--- src/rtl/csrr_pkg.sv ---
// ----------------------------------------------------------------------------
// csrr_pkg
// Shared types, constants and the character classes of the space run remover.
// ----------------------------------------------------------------------------
package csrr_pkg;

	localparam int CP_W    = 21;
	localparam int TDATA_W = 24;
	localparam int TUSER_W = 2;

	localparam logic [CP_W-1:0] CP_SPACE = 21'h00020;
	localparam logic [CP_W-1:0] CP_TAB   = 21'h00009;

	// CJK ranges, inclusive bounds.
	localparam logic [CP_W-1:0] CJK_PUNCT_LO = 21'h03000;
	localparam logic [CP_W-1:0] CJK_PUNCT_HI = 21'h0303F;
	localparam logic [CP_W-1:0] KANA_LO      = 21'h03040;
	localparam logic [CP_W-1:0] KANA_HI      = 21'h030FF;
	localparam logic [CP_W-1:0] HAN_EXT_A_LO = 21'h03400;
	localparam logic [CP_W-1:0] HAN_EXT_A_HI = 21'h04DBF;
	localparam logic [CP_W-1:0] HAN_LO       = 21'h04E00;
	localparam logic [CP_W-1:0] HAN_HI       = 21'h09FFF;
	localparam logic [CP_W-1:0] HANGUL_LO    = 21'h0AC00;
	localparam logic [CP_W-1:0] HANGUL_HI    = 21'h0D7A3;
	localparam logic [CP_W-1:0] HAN_COMPAT_LO = 21'h0F900;
	localparam logic [CP_W-1:0] HAN_COMPAT_HI = 21'h0FAFF;
	localparam logic [CP_W-1:0] FULLWIDTH_LO = 21'h0FF00;
	localparam logic [CP_W-1:0] FULLWIDTH_HI = 21'h0FF60;
	localparam logic [CP_W-1:0] FW_SIGNS_LO  = 21'h0FFE0;
	localparam logic [CP_W-1:0] FW_SIGNS_HI  = 21'h0FFE6;
	localparam logic [CP_W-1:0] HAN_PLANE_LO = 21'h20000;
	localparam logic [CP_W-1:0] HAN_PLANE_HI = 21'h3FFFF;

	// Source of the character loaded into the output register.
	typedef enum logic [1:0] {
		SRC_IN,
		SRC_PEND,
		SRC_HELD
	} src_t;

	typedef struct packed {
		logic accept;
		logic push;
		logic pop;
		logic clr_count;
		logic text_reset;
		logic prev_load;
		logic pass_set;
		logic pass_clr;
		logic out_load;
		src_t src;
		logic ovf;
		logic burst_end;
		logic text_end;
	} cmd_t;

	typedef struct packed {
		logic in_blank;
		logic in_cjk;
		logic pass;
		logic prev_cjk;
		logic count_zero;
		logic count_full;
		logic count_last;
		logic out_free;
	} sts_t;

	function automatic logic is_cjk(input logic [CP_W-1:0] c);
		return (c >= CJK_PUNCT_LO  && c <= CJK_PUNCT_HI)  ||
		       (c >= KANA_LO       && c <= KANA_HI)       ||
		       (c >= HAN_EXT_A_LO  && c <= HAN_EXT_A_HI)  ||
		       (c >= HAN_LO        && c <= HAN_HI)        ||
		       (c >= HANGUL_LO     && c <= HANGUL_HI)     ||
		       (c >= HAN_COMPAT_LO && c <= HAN_COMPAT_HI) ||
		       (c >= FULLWIDTH_LO  && c <= FULLWIDTH_HI)  ||
		       (c >= FW_SIGNS_LO   && c <= FW_SIGNS_HI)   ||
		       (c >= HAN_PLANE_LO  && c <= HAN_PLANE_HI);
	endfunction

	function automatic logic is_blank(input logic [CP_W-1:0] c);
		return (c == CP_SPACE) || (c == CP_TAB);
	endfunction

endpackage

--- src/rtl/cjk_space_run_remover.sv ---
// ----------------------------------------------------------------------------
// cjk_space_run_remover
// Holds back runs of spaces and tabs and drops a run of at most MAX_RUN blanks
// between two CJK characters; otherwise the run is replayed before the next character.
// ----------------------------------------------------------------------------
// Output: a request with no replay loads its result into the output register at the
// edge that accepts it; a replay moves to the replay state first and loads from there.
// Throughput: one request per cycle while no run is replayed and the output is free;
// a request that replays N held blanks sends N + 1 results (N for a blank ending
// the text), one per cycle while the output is free, then input is ready again.
// Reset: arst_n clears the controller, the run count, the class flags and the
// output valid; the run store itself is not cleared and needs no clearing pass.
module cjk_space_run_remover #(
	parameter int MAX_RUN = 32
) (
	input  logic                            clk,
	input  logic                            arst_n,
	input  logic                            s_tvalid,
	output logic                            s_tready,
	input  logic [csrr_pkg::TDATA_W-1:0]    s_tdata,  // [20:0] code_point, rest zero
	input  logic                            s_tlast,
	output logic                            m_tvalid,
	input  logic                            m_tready,
	output logic [csrr_pkg::TDATA_W-1:0]    m_tdata,  // [20:0] char_out, rest zero
	output logic [csrr_pkg::TUSER_W-1:0]    m_tuser,  // [0] burst_end, [1] run_overflowed
	output logic                            m_tlast
);

	csrr_pkg::cmd_t                 cmd;
	csrr_pkg::sts_t                 sts;
	logic [csrr_pkg::CP_W-1:0]      out_char;
	logic                           out_be;
	logic                           out_ovf;

	csrr_ctrl u_ctrl (
		.clk      (clk),
		.arst_n   (arst_n),
		.in_valid (s_tvalid),
		.in_eot   (s_tlast),
		.in_ready (s_tready),
		.sts      (sts),
		.cmd      (cmd)
	);

	csrr_dpath #(
		.MAX_RUN (MAX_RUN)
	) u_dpath (
		.clk           (clk),
		.arst_n        (arst_n),
		.in_cp         (s_tdata[csrr_pkg::CP_W-1:0]),
		.cmd           (cmd),
		.sts           (sts),
		.out_valid     (m_tvalid),
		.out_ready     (m_tready),
		.out_char      (out_char),
		.out_burst_end (out_be),
		.out_text_end  (m_tlast),
		.out_ovf       (out_ovf)
	);

	assign m_tdata = {{(csrr_pkg::TDATA_W - csrr_pkg::CP_W){1'b0}}, out_char};
	assign m_tuser = {out_ovf, out_be};

endmodule

--- src/rtl/csrr_dpath.sv ---
// ----------------------------------------------------------------------------
// csrr_dpath
// Datapath: classifies the incoming character, holds the pending blank run
// as a shift line of kind bits, and owns the output register.
// ----------------------------------------------------------------------------
module csrr_dpath #(
	parameter int MAX_RUN = 32
) (
	input  logic                         clk,
	input  logic                         arst_n,
	input  logic [csrr_pkg::CP_W-1:0]    in_cp,
	input  csrr_pkg::cmd_t               cmd,
	output csrr_pkg::sts_t               sts,
	output logic                         out_valid,
	input  logic                         out_ready,
	output logic [csrr_pkg::CP_W-1:0]    out_char,
	output logic                         out_burst_end,
	output logic                         out_text_end,
	output logic                         out_ovf
);

	localparam int CW = $clog2(MAX_RUN + 1);
	localparam int IW = (MAX_RUN > 1) ? $clog2(MAX_RUN) : 1;

	logic [CW-1:0]                count_q;
	logic [MAX_RUN-1:0]           kinds_q;
	logic                         prev_cjk_q;
	logic                         pass_q;
	logic [csrr_pkg::CP_W-1:0]    hold_cp_q;
	logic                         out_valid_q;
	logic [csrr_pkg::CP_W-1:0]    out_char_q;
	logic                         out_be_q;
	logic                         out_te_q;
	logic                         out_ovf_q;

	logic                         in_cjk;
	logic [csrr_pkg::CP_W-1:0]    char_sel;

	assign in_cjk = csrr_pkg::is_cjk(in_cp);

	assign sts.in_blank   = csrr_pkg::is_blank(in_cp);
	assign sts.in_cjk     = in_cjk;
	assign sts.pass       = pass_q;
	assign sts.prev_cjk   = prev_cjk_q;
	assign sts.count_zero = (count_q == '0);
	assign sts.count_full = (count_q == CW'(MAX_RUN));
	assign sts.count_last = (count_q == CW'(1));
	assign sts.out_free   = !out_valid_q || out_ready;

	always_comb begin
		unique case (cmd.src)
			csrr_pkg::SRC_IN:   char_sel = in_cp;
			csrr_pkg::SRC_PEND: char_sel = kinds_q[0] ? csrr_pkg::CP_TAB : csrr_pkg::CP_SPACE;
			csrr_pkg::SRC_HELD: char_sel = hold_cp_q;
			default:            char_sel = in_cp;
		endcase
	end

	always_ff @(posedge clk or negedge arst_n) begin
		if (!arst_n) begin
			count_q     <= '0;
			prev_cjk_q  <= 1'b0;
			pass_q      <= 1'b0;
			out_valid_q <= 1'b0;
		end else begin
			if (cmd.text_reset || cmd.clr_count) begin
				count_q <= '0;
			end else if (cmd.push) begin
				count_q <= count_q + CW'(1);
			end else if (cmd.pop) begin
				count_q <= count_q - CW'(1);
			end

			if (cmd.text_reset) begin
				prev_cjk_q <= 1'b0;
			end else if (cmd.prev_load) begin
				prev_cjk_q <= in_cjk;
			end

			if (cmd.text_reset || cmd.pass_clr) begin
				pass_q <= 1'b0;
			end else if (cmd.pass_set) begin
				pass_q <= 1'b1;
			end

			if (cmd.out_load) begin
				out_valid_q <= 1'b1;
			end else if (out_ready) begin
				out_valid_q <= 1'b0;
			end
		end
	end

	// Payload registers carry no reset. Entries at or above the count are stale.
	always_ff @(posedge clk) begin
		if (cmd.push) begin
			kinds_q[count_q[IW-1:0]] <= (in_cp == csrr_pkg::CP_TAB);
		end else if (cmd.pop) begin
			kinds_q <= kinds_q >> 1;
		end
		if (cmd.accept) begin
			hold_cp_q <= in_cp;
		end
		if (cmd.out_load) begin
			out_char_q <= char_sel;
			out_be_q   <= cmd.burst_end;
			out_te_q   <= cmd.text_end;
			out_ovf_q  <= cmd.ovf;
		end
	end

	assign out_valid     = out_valid_q;
	assign out_char      = out_char_q;
	assign out_burst_end = out_be_q;
	assign out_text_end  = out_te_q;
	assign out_ovf       = out_ovf_q;

endmodule

--- src/rtl/csrr_ctrl.sv ---
// ----------------------------------------------------------------------------
// csrr_ctrl
// Controller: decides per request whether the held run is kept, dropped or
// replayed, and sequences the replay and the trailing character.
// ----------------------------------------------------------------------------
module csrr_ctrl (
	input  logic            clk,
	input  logic            arst_n,
	input  logic            in_valid,
	input  logic            in_eot,
	output logic            in_ready,
	input  csrr_pkg::sts_t  sts,
	output csrr_pkg::cmd_t  cmd
);

	typedef enum logic [1:0] {
		ST_IDLE,
		ST_REPLAY,
		ST_CHAR
	} state_t;

	state_t state_q;
	state_t state_d;
	logic   ovf_q, ovf_d;
	logic   tail_q, tail_d;
	logic   eot_q, eot_d;
	logic   accept;

	assign in_ready = (state_q == ST_IDLE) && sts.out_free;
	assign accept   = in_valid && in_ready;

	always_comb begin
		cmd     = '0;
		cmd.src = csrr_pkg::SRC_IN;
		state_d = state_q;
		ovf_d   = ovf_q;
		tail_d  = tail_q;
		eot_d   = eot_q;
		unique case (state_q)
			ST_IDLE: begin
				if (accept) begin
					cmd.accept = 1'b1;
					if (sts.in_blank) begin
						if (sts.pass) begin
							cmd.out_load   = 1'b1;
							cmd.ovf        = 1'b1;
							cmd.burst_end  = 1'b1;
							cmd.text_end   = in_eot;
							cmd.text_reset = in_eot;
						end else if (sts.count_full) begin
							// Overflow: the held run goes out flagged, then this blank.
							cmd.pass_set = 1'b1;
							state_d      = ST_REPLAY;
							ovf_d        = 1'b1;
							tail_d       = 1'b1;
							eot_d        = in_eot;
						end else begin
							cmd.push = 1'b1;
							if (in_eot) begin
								state_d = ST_REPLAY;
								ovf_d   = 1'b0;
								tail_d  = 1'b0;
								eot_d   = 1'b1;
							end
						end
					end else begin
						cmd.prev_load = 1'b1;
						cmd.pass_clr  = 1'b1;
						if (!sts.count_zero && !(sts.prev_cjk && sts.in_cjk)) begin
							state_d = ST_REPLAY;
							ovf_d   = 1'b0;
							tail_d  = 1'b1;
							eot_d   = in_eot;
						end else begin
							// A run between two CJK characters is dropped here.
							cmd.clr_count  = 1'b1;
							cmd.out_load   = 1'b1;
							cmd.burst_end  = 1'b1;
							cmd.text_end   = in_eot;
							cmd.text_reset = in_eot;
						end
					end
				end
			end
			ST_REPLAY: begin
				if (sts.out_free) begin
					cmd.out_load  = 1'b1;
					cmd.src       = csrr_pkg::SRC_PEND;
					cmd.pop       = 1'b1;
					cmd.ovf       = ovf_q;
					cmd.burst_end = sts.count_last && !tail_q;
					cmd.text_end  = sts.count_last && !tail_q && eot_q;
					if (sts.count_last) begin
						if (tail_q) begin
							state_d = ST_CHAR;
						end else begin
							cmd.text_reset = eot_q;
							state_d        = ST_IDLE;
						end
					end
				end
			end
			ST_CHAR: begin
				if (sts.out_free) begin
					cmd.out_load   = 1'b1;
					cmd.src        = csrr_pkg::SRC_HELD;
					cmd.ovf        = ovf_q;
					cmd.burst_end  = 1'b1;
					cmd.text_end   = eot_q;
					cmd.text_reset = eot_q;
					state_d        = ST_IDLE;
				end
			end
			default: begin
				state_d = ST_IDLE;
			end
		endcase
	end

	always_ff @(posedge clk or negedge arst_n) begin
		if (!arst_n) begin
			state_q <= ST_IDLE;
			ovf_q   <= 1'b0;
			tail_q  <= 1'b0;
			eot_q   <= 1'b0;
		end else begin
			state_q <= state_d;
			ovf_q   <= ovf_d;
			tail_q  <= tail_d;
			eot_q   <= eot_d;
		end
	end

endmodule

--- config.mk ---
export PLATFORM = sky130hd
export DESIGN_NAME = cjk_space_run_remover
export DESIGN_NICKNAME = d
export VERILOG_FILES = /design/src/rtl/csrr_pkg.sv /design/src/rtl/cjk_space_run_remover.sv /design/src/rtl/csrr_dpath.sv /design/src/rtl/csrr_ctrl.sv
export SDC_FILE = /design/constraint.sdc
export NUM_CORES = 1
export LEC_CHECK = 0
export CAP_MARGIN = 20
export CORE_UTILIZATION = 44
export CTS_CLUSTER_SIZE = 16
export DETAILED_ROUTE_END_ITERATION = 8
export DONT_BUFFER_PORTS = 1
export PLACE_DENSITY = 0.57
export REMOVE_ABC_BUFFERS = 1
export SYNTH_ARGS = -nofsm -noshare
export SYNTH_HDL_FRONTEND = slang
export SYNTH_HIERARCHICAL = 1
export SYNTH_SLANG_ARGS = --single-unit
--- constraint.sdc ---
create_clock -name clk -period 4.2 [get_ports clk]
set_input_delay 0.42 -clock clk [delete_from_list [all_inputs] [get_ports clk]]
set_output_delay 0.42 -clock clk [all_outputs]
set_load 0.01 [all_outputs]
==> run_results.csv <==
group,metric,value,unit
status,status,"complete, no violations",
synth,synth.most_common_cell,"edfxtp_1",
timing,tightest_slew,826.9,ps
clock_tree,hold_buffers,1,
worst_setup_path,start_kind,"flop",
placed_design,dp_slack,959.5,ps
clock_tree,cts.repair.resized,0,
synth,postSynthAreaPerCell,11.05,um^2
timing,hold_slack,139.2,ps
global_route,grt_max_degree,32,
die,rows,38,
synth,synth_edf_count,77,
route,vias_per_cell,5.689,
route,routedWlPerCell,17.37,um
pwr,ir_drop,0.3672,mV
worst_setup_path,crit_type,"flop to flop",
timing,slew_violations,0,
clock_tree,clock_path_buffers,2,
synth,yosysUniqueCellTypes,67,
synth,synth_top_cell_by_area,"edfxtp_1",
placed_design,place.gp.congestion,0.8097,
hold_path,hold_class,"primary input to flop",
synth,synth_ff_type,"edfxtp_1",
clock_tree,clk_pin_slew,100,ps
route,drc_errors,0,
die,chipWidth,107.4,um
synth,yosysSeqAreaShare,54.51,%
die,fp.dieArea,11530,um^2
cells_and_area,fillers,1001,
placed_design,dp.cells,556,
synth,synthAdderAreaFrac,2.818,%
synth,ys_ff_latch,91,
timing,rsz0062_at_grt,"false",
route,dr.pass1.iters,4,
global_route,grt_pass1_vias,3071,
route,drt_iter0_drc,195,
cells_and_area,area_growth,6.250,%
die,start_util,45.06,%
timing,hold_violations,0,
cells_and_area,finalNonFillerCells,573,
timing,fmax,0.3444,GHz
pwr,p_per_area,657.3,nW/um^2
worst_setup_path,end_kind,"flop",
flow_run,drv_cap,0,
worst_setup_path,cp_max_fo,14,
global_route,grt_pass1_wl,15.95,mm
synth,synthTopCellsByArea,"edfxtp_1 (47%), dfrtp_1 (7.2%), o21ai_0 (4.1%)",
die,fp.coreArea,10840,um^2
synth,synth_commonest_cells,"edfxtp_1 (77), inv_1 (41), o21ai_0 (40)",
timing,setup_slack,1296,ps
synth,yosys.area_share.simple,15.55,%
timing,finalCriticalPeriod,2904,ps
synth,muxShareOfSynthArea,1.537,%
synth,synth-warning-count,6,
synth,synth_cells,442,
timing,maxSlewHeadroom,44.88,%
die,pin_count,58,
synth,postSynth.asyncResetShare,15.38,%
synth,post-synth-top-area-fraction,47.34,%
cells_and_area,register_area,2663,um^2
global_route,grtUsageTotal,18.25,%
cells_and_area,nets,468,
clock_tree,clk_latency,370,ps
timing,fin_crit_sh,69.14,%
route,via_count,3260,
synth,synth_compound_area_share,17.14,%
cells_and_area,drive_gt1_share,12.47,%
timing,fin_worst_skew,14.65,ps
pwr,leakage,1.879,nW
global_route,overflow,0,
worst_setup_path,critPathArrivalTime,3150,ps
worst_setup_path,worstPathRequired,4440,ps
clock_tree,htree_levels,3,
synth,synthXorXnorAreaFrac,1.255,%
synth,synth_top_family_by_area,"compound AO/OA/AOI/OAI gates",
clock_tree,clockRootBuffer,"clkbuf_8",
timing,setup_violations,0,
placed_design,port_buffers,0,
route,antenna_left,0,
global_route,antenna_found_initial,0,
clock_tree,cts_tree,"yes",
placed_design,dp_hpwl,6.772,mm
cells_and_area,multi_input_area,1888,um^2
cells_and_area,antennaDiodeCount,0,
clock_tree,numCtsBuffers,9,
clock_tree,numClockSinks,91,
route,routed_wl,9.955,mm
synth,synth_area,4885,um^2
die,die_y,107.4,um
clock_tree,post_cts_buffers,0,
[layout make-up]
type                    instances  share of cell area [%]
well taps                     140                   3.375
repair buffers                  9                   1.350
inverters                      41                   2.965
clock inverters                 7                   2.242
clock buffers                   9                   2.387
flip-flops and latches         91                   51.30
multi-input cells             276                   36.38
[critical path: stages, from the launching register on]
cell and delay (ps):
dfrtp_1 560, or3_1 590, nor3b_1 440, nor2b_1 240
o2111ai_1 120, a21oi_1 560, o21bai_1 210, a31oi_1 60
[layer usage]
metal / GRT usage (%) / vias to the layer above / wire length (um) / part of all wire [%]
met5: 0 / - / 0 / 0
met4: 6.067 / 0 / 95 / 0.95
met3: 4.722 / 7 / 471 / 4.7
met2: 28.02 / 80 / 4436 / 45
met1: 25.07 / 1575 / 4951 / 50
li1: - / 1598 / - / -
[stage by stage]
stage	total power (W)	area, um^2	utilization (%)	TNS (ps)
floorplan	0.002449	4698	-	-11480
global placement	0.002702	4940	45.57	0
detailed placement	0.002739	4940	45.57	0
CTS	0.003448	5190	47.88	0
global route	0.003637	5190	47.88	0
finish	0.003412	5190	47.88	0
[layout by cell type, fill, tap and decap left out, types with 5 or more instances in the layout]
cell type / count
a21oi_1: 12
a22o_1: 16
and2_1: 6
buf_4: 8
clkbuf_8: 9
dfrtp_1: 14
edfxtp_1: 77
ha_1: 11
inv_1: 41
nand2_1: 22
nand2b_1: 8
nand3b_1: 6
nand4_1: 6
nor2_1: 12
nor2b_1: 5
nor3_1: 18
o21ai_0: 40
o22ai_1: 28
[kinds of logic (layout without fill, tap and decap cells)]
kind of cell / Yosys count / count (layout)
and+or+nand+nor: 124 / 124
other: 1 / 3
DFF: 91 / 91
adders and majority gates: 11 / 11
xor gates and xnor gates: 7 / 7
muxes: 6 / 6
AOI/OAI and AO/OA: 125 / 125
buffers and inverters: 77 / 66
[sequential cells by signal (all words and copies together) (netlist names)]
| name | cells |
|---|---|
| u_dpath/count_q | 6 |
| u_dpath/pass_q | 1 |
| u_ctrl/eot_q | 1 |
| u_ctrl/ovf_q | 1 |
| u_dpath/out_burst_end | 1 |
| u_ctrl/tail_q | 1 |
| u_dpath/kinds_q | 32 |
| u_dpath/out_char | 21 |
| u_dpath/prev_cjk_q | 1 |
| u_dpath/hold_cp_q | 21 |
| u_dpath/out_text_end | 1 |
| u_ctrl/state_q | 2 |
| u_dpath/out_ovf | 1 |
| u_dpath/out_valid | 1 |
[path summary, 6_finish.rpt]
kind | end | depth (start not counted) | slack, ps | from
worst min-delay path | u_dpath/hold_cp_q[14]$_DFFE_PP_ | 0 | 140 | s_tdata[14]
worst max-delay path | u_dpath/prev_cjk_q$_DFFE_PN0P_ | 7 | 1300 | u_dpath/count_q[2]$_DFFE_PN0P_
worst max register to register | u_dpath/prev_cjk_q$_DFFE_PN0P_ | 7 | 1300 | u_dpath/count_q[2]$_DFFE_PN0P_
worst min register to register | u_ctrl/ovf_q$_DFFE_PN0P_ | 2 | 530 | u_ctrl/ovf_q$_DFFE_PN0P_
min in group asynchronous | u_dpath/count_q[0]$_DFFE_PN0P_ | 1 | 520 | arst_n
max in group asynchronous | u_dpath/prev_cjk_q$_DFFE_PN0P_ | 1 | 3250 | arst_n
[where the power goes]
part           internal (W)  switching, W  total [W]
Combinational      0.000410      0.000639    0.00105
Sequential          0.00145      0.000216    0.00166
Clock              0.000353      0.000345   0.000698
Total               0.00221       0.00120    0.00341
No activity file was read; power rests on OpenSTA's default activity.
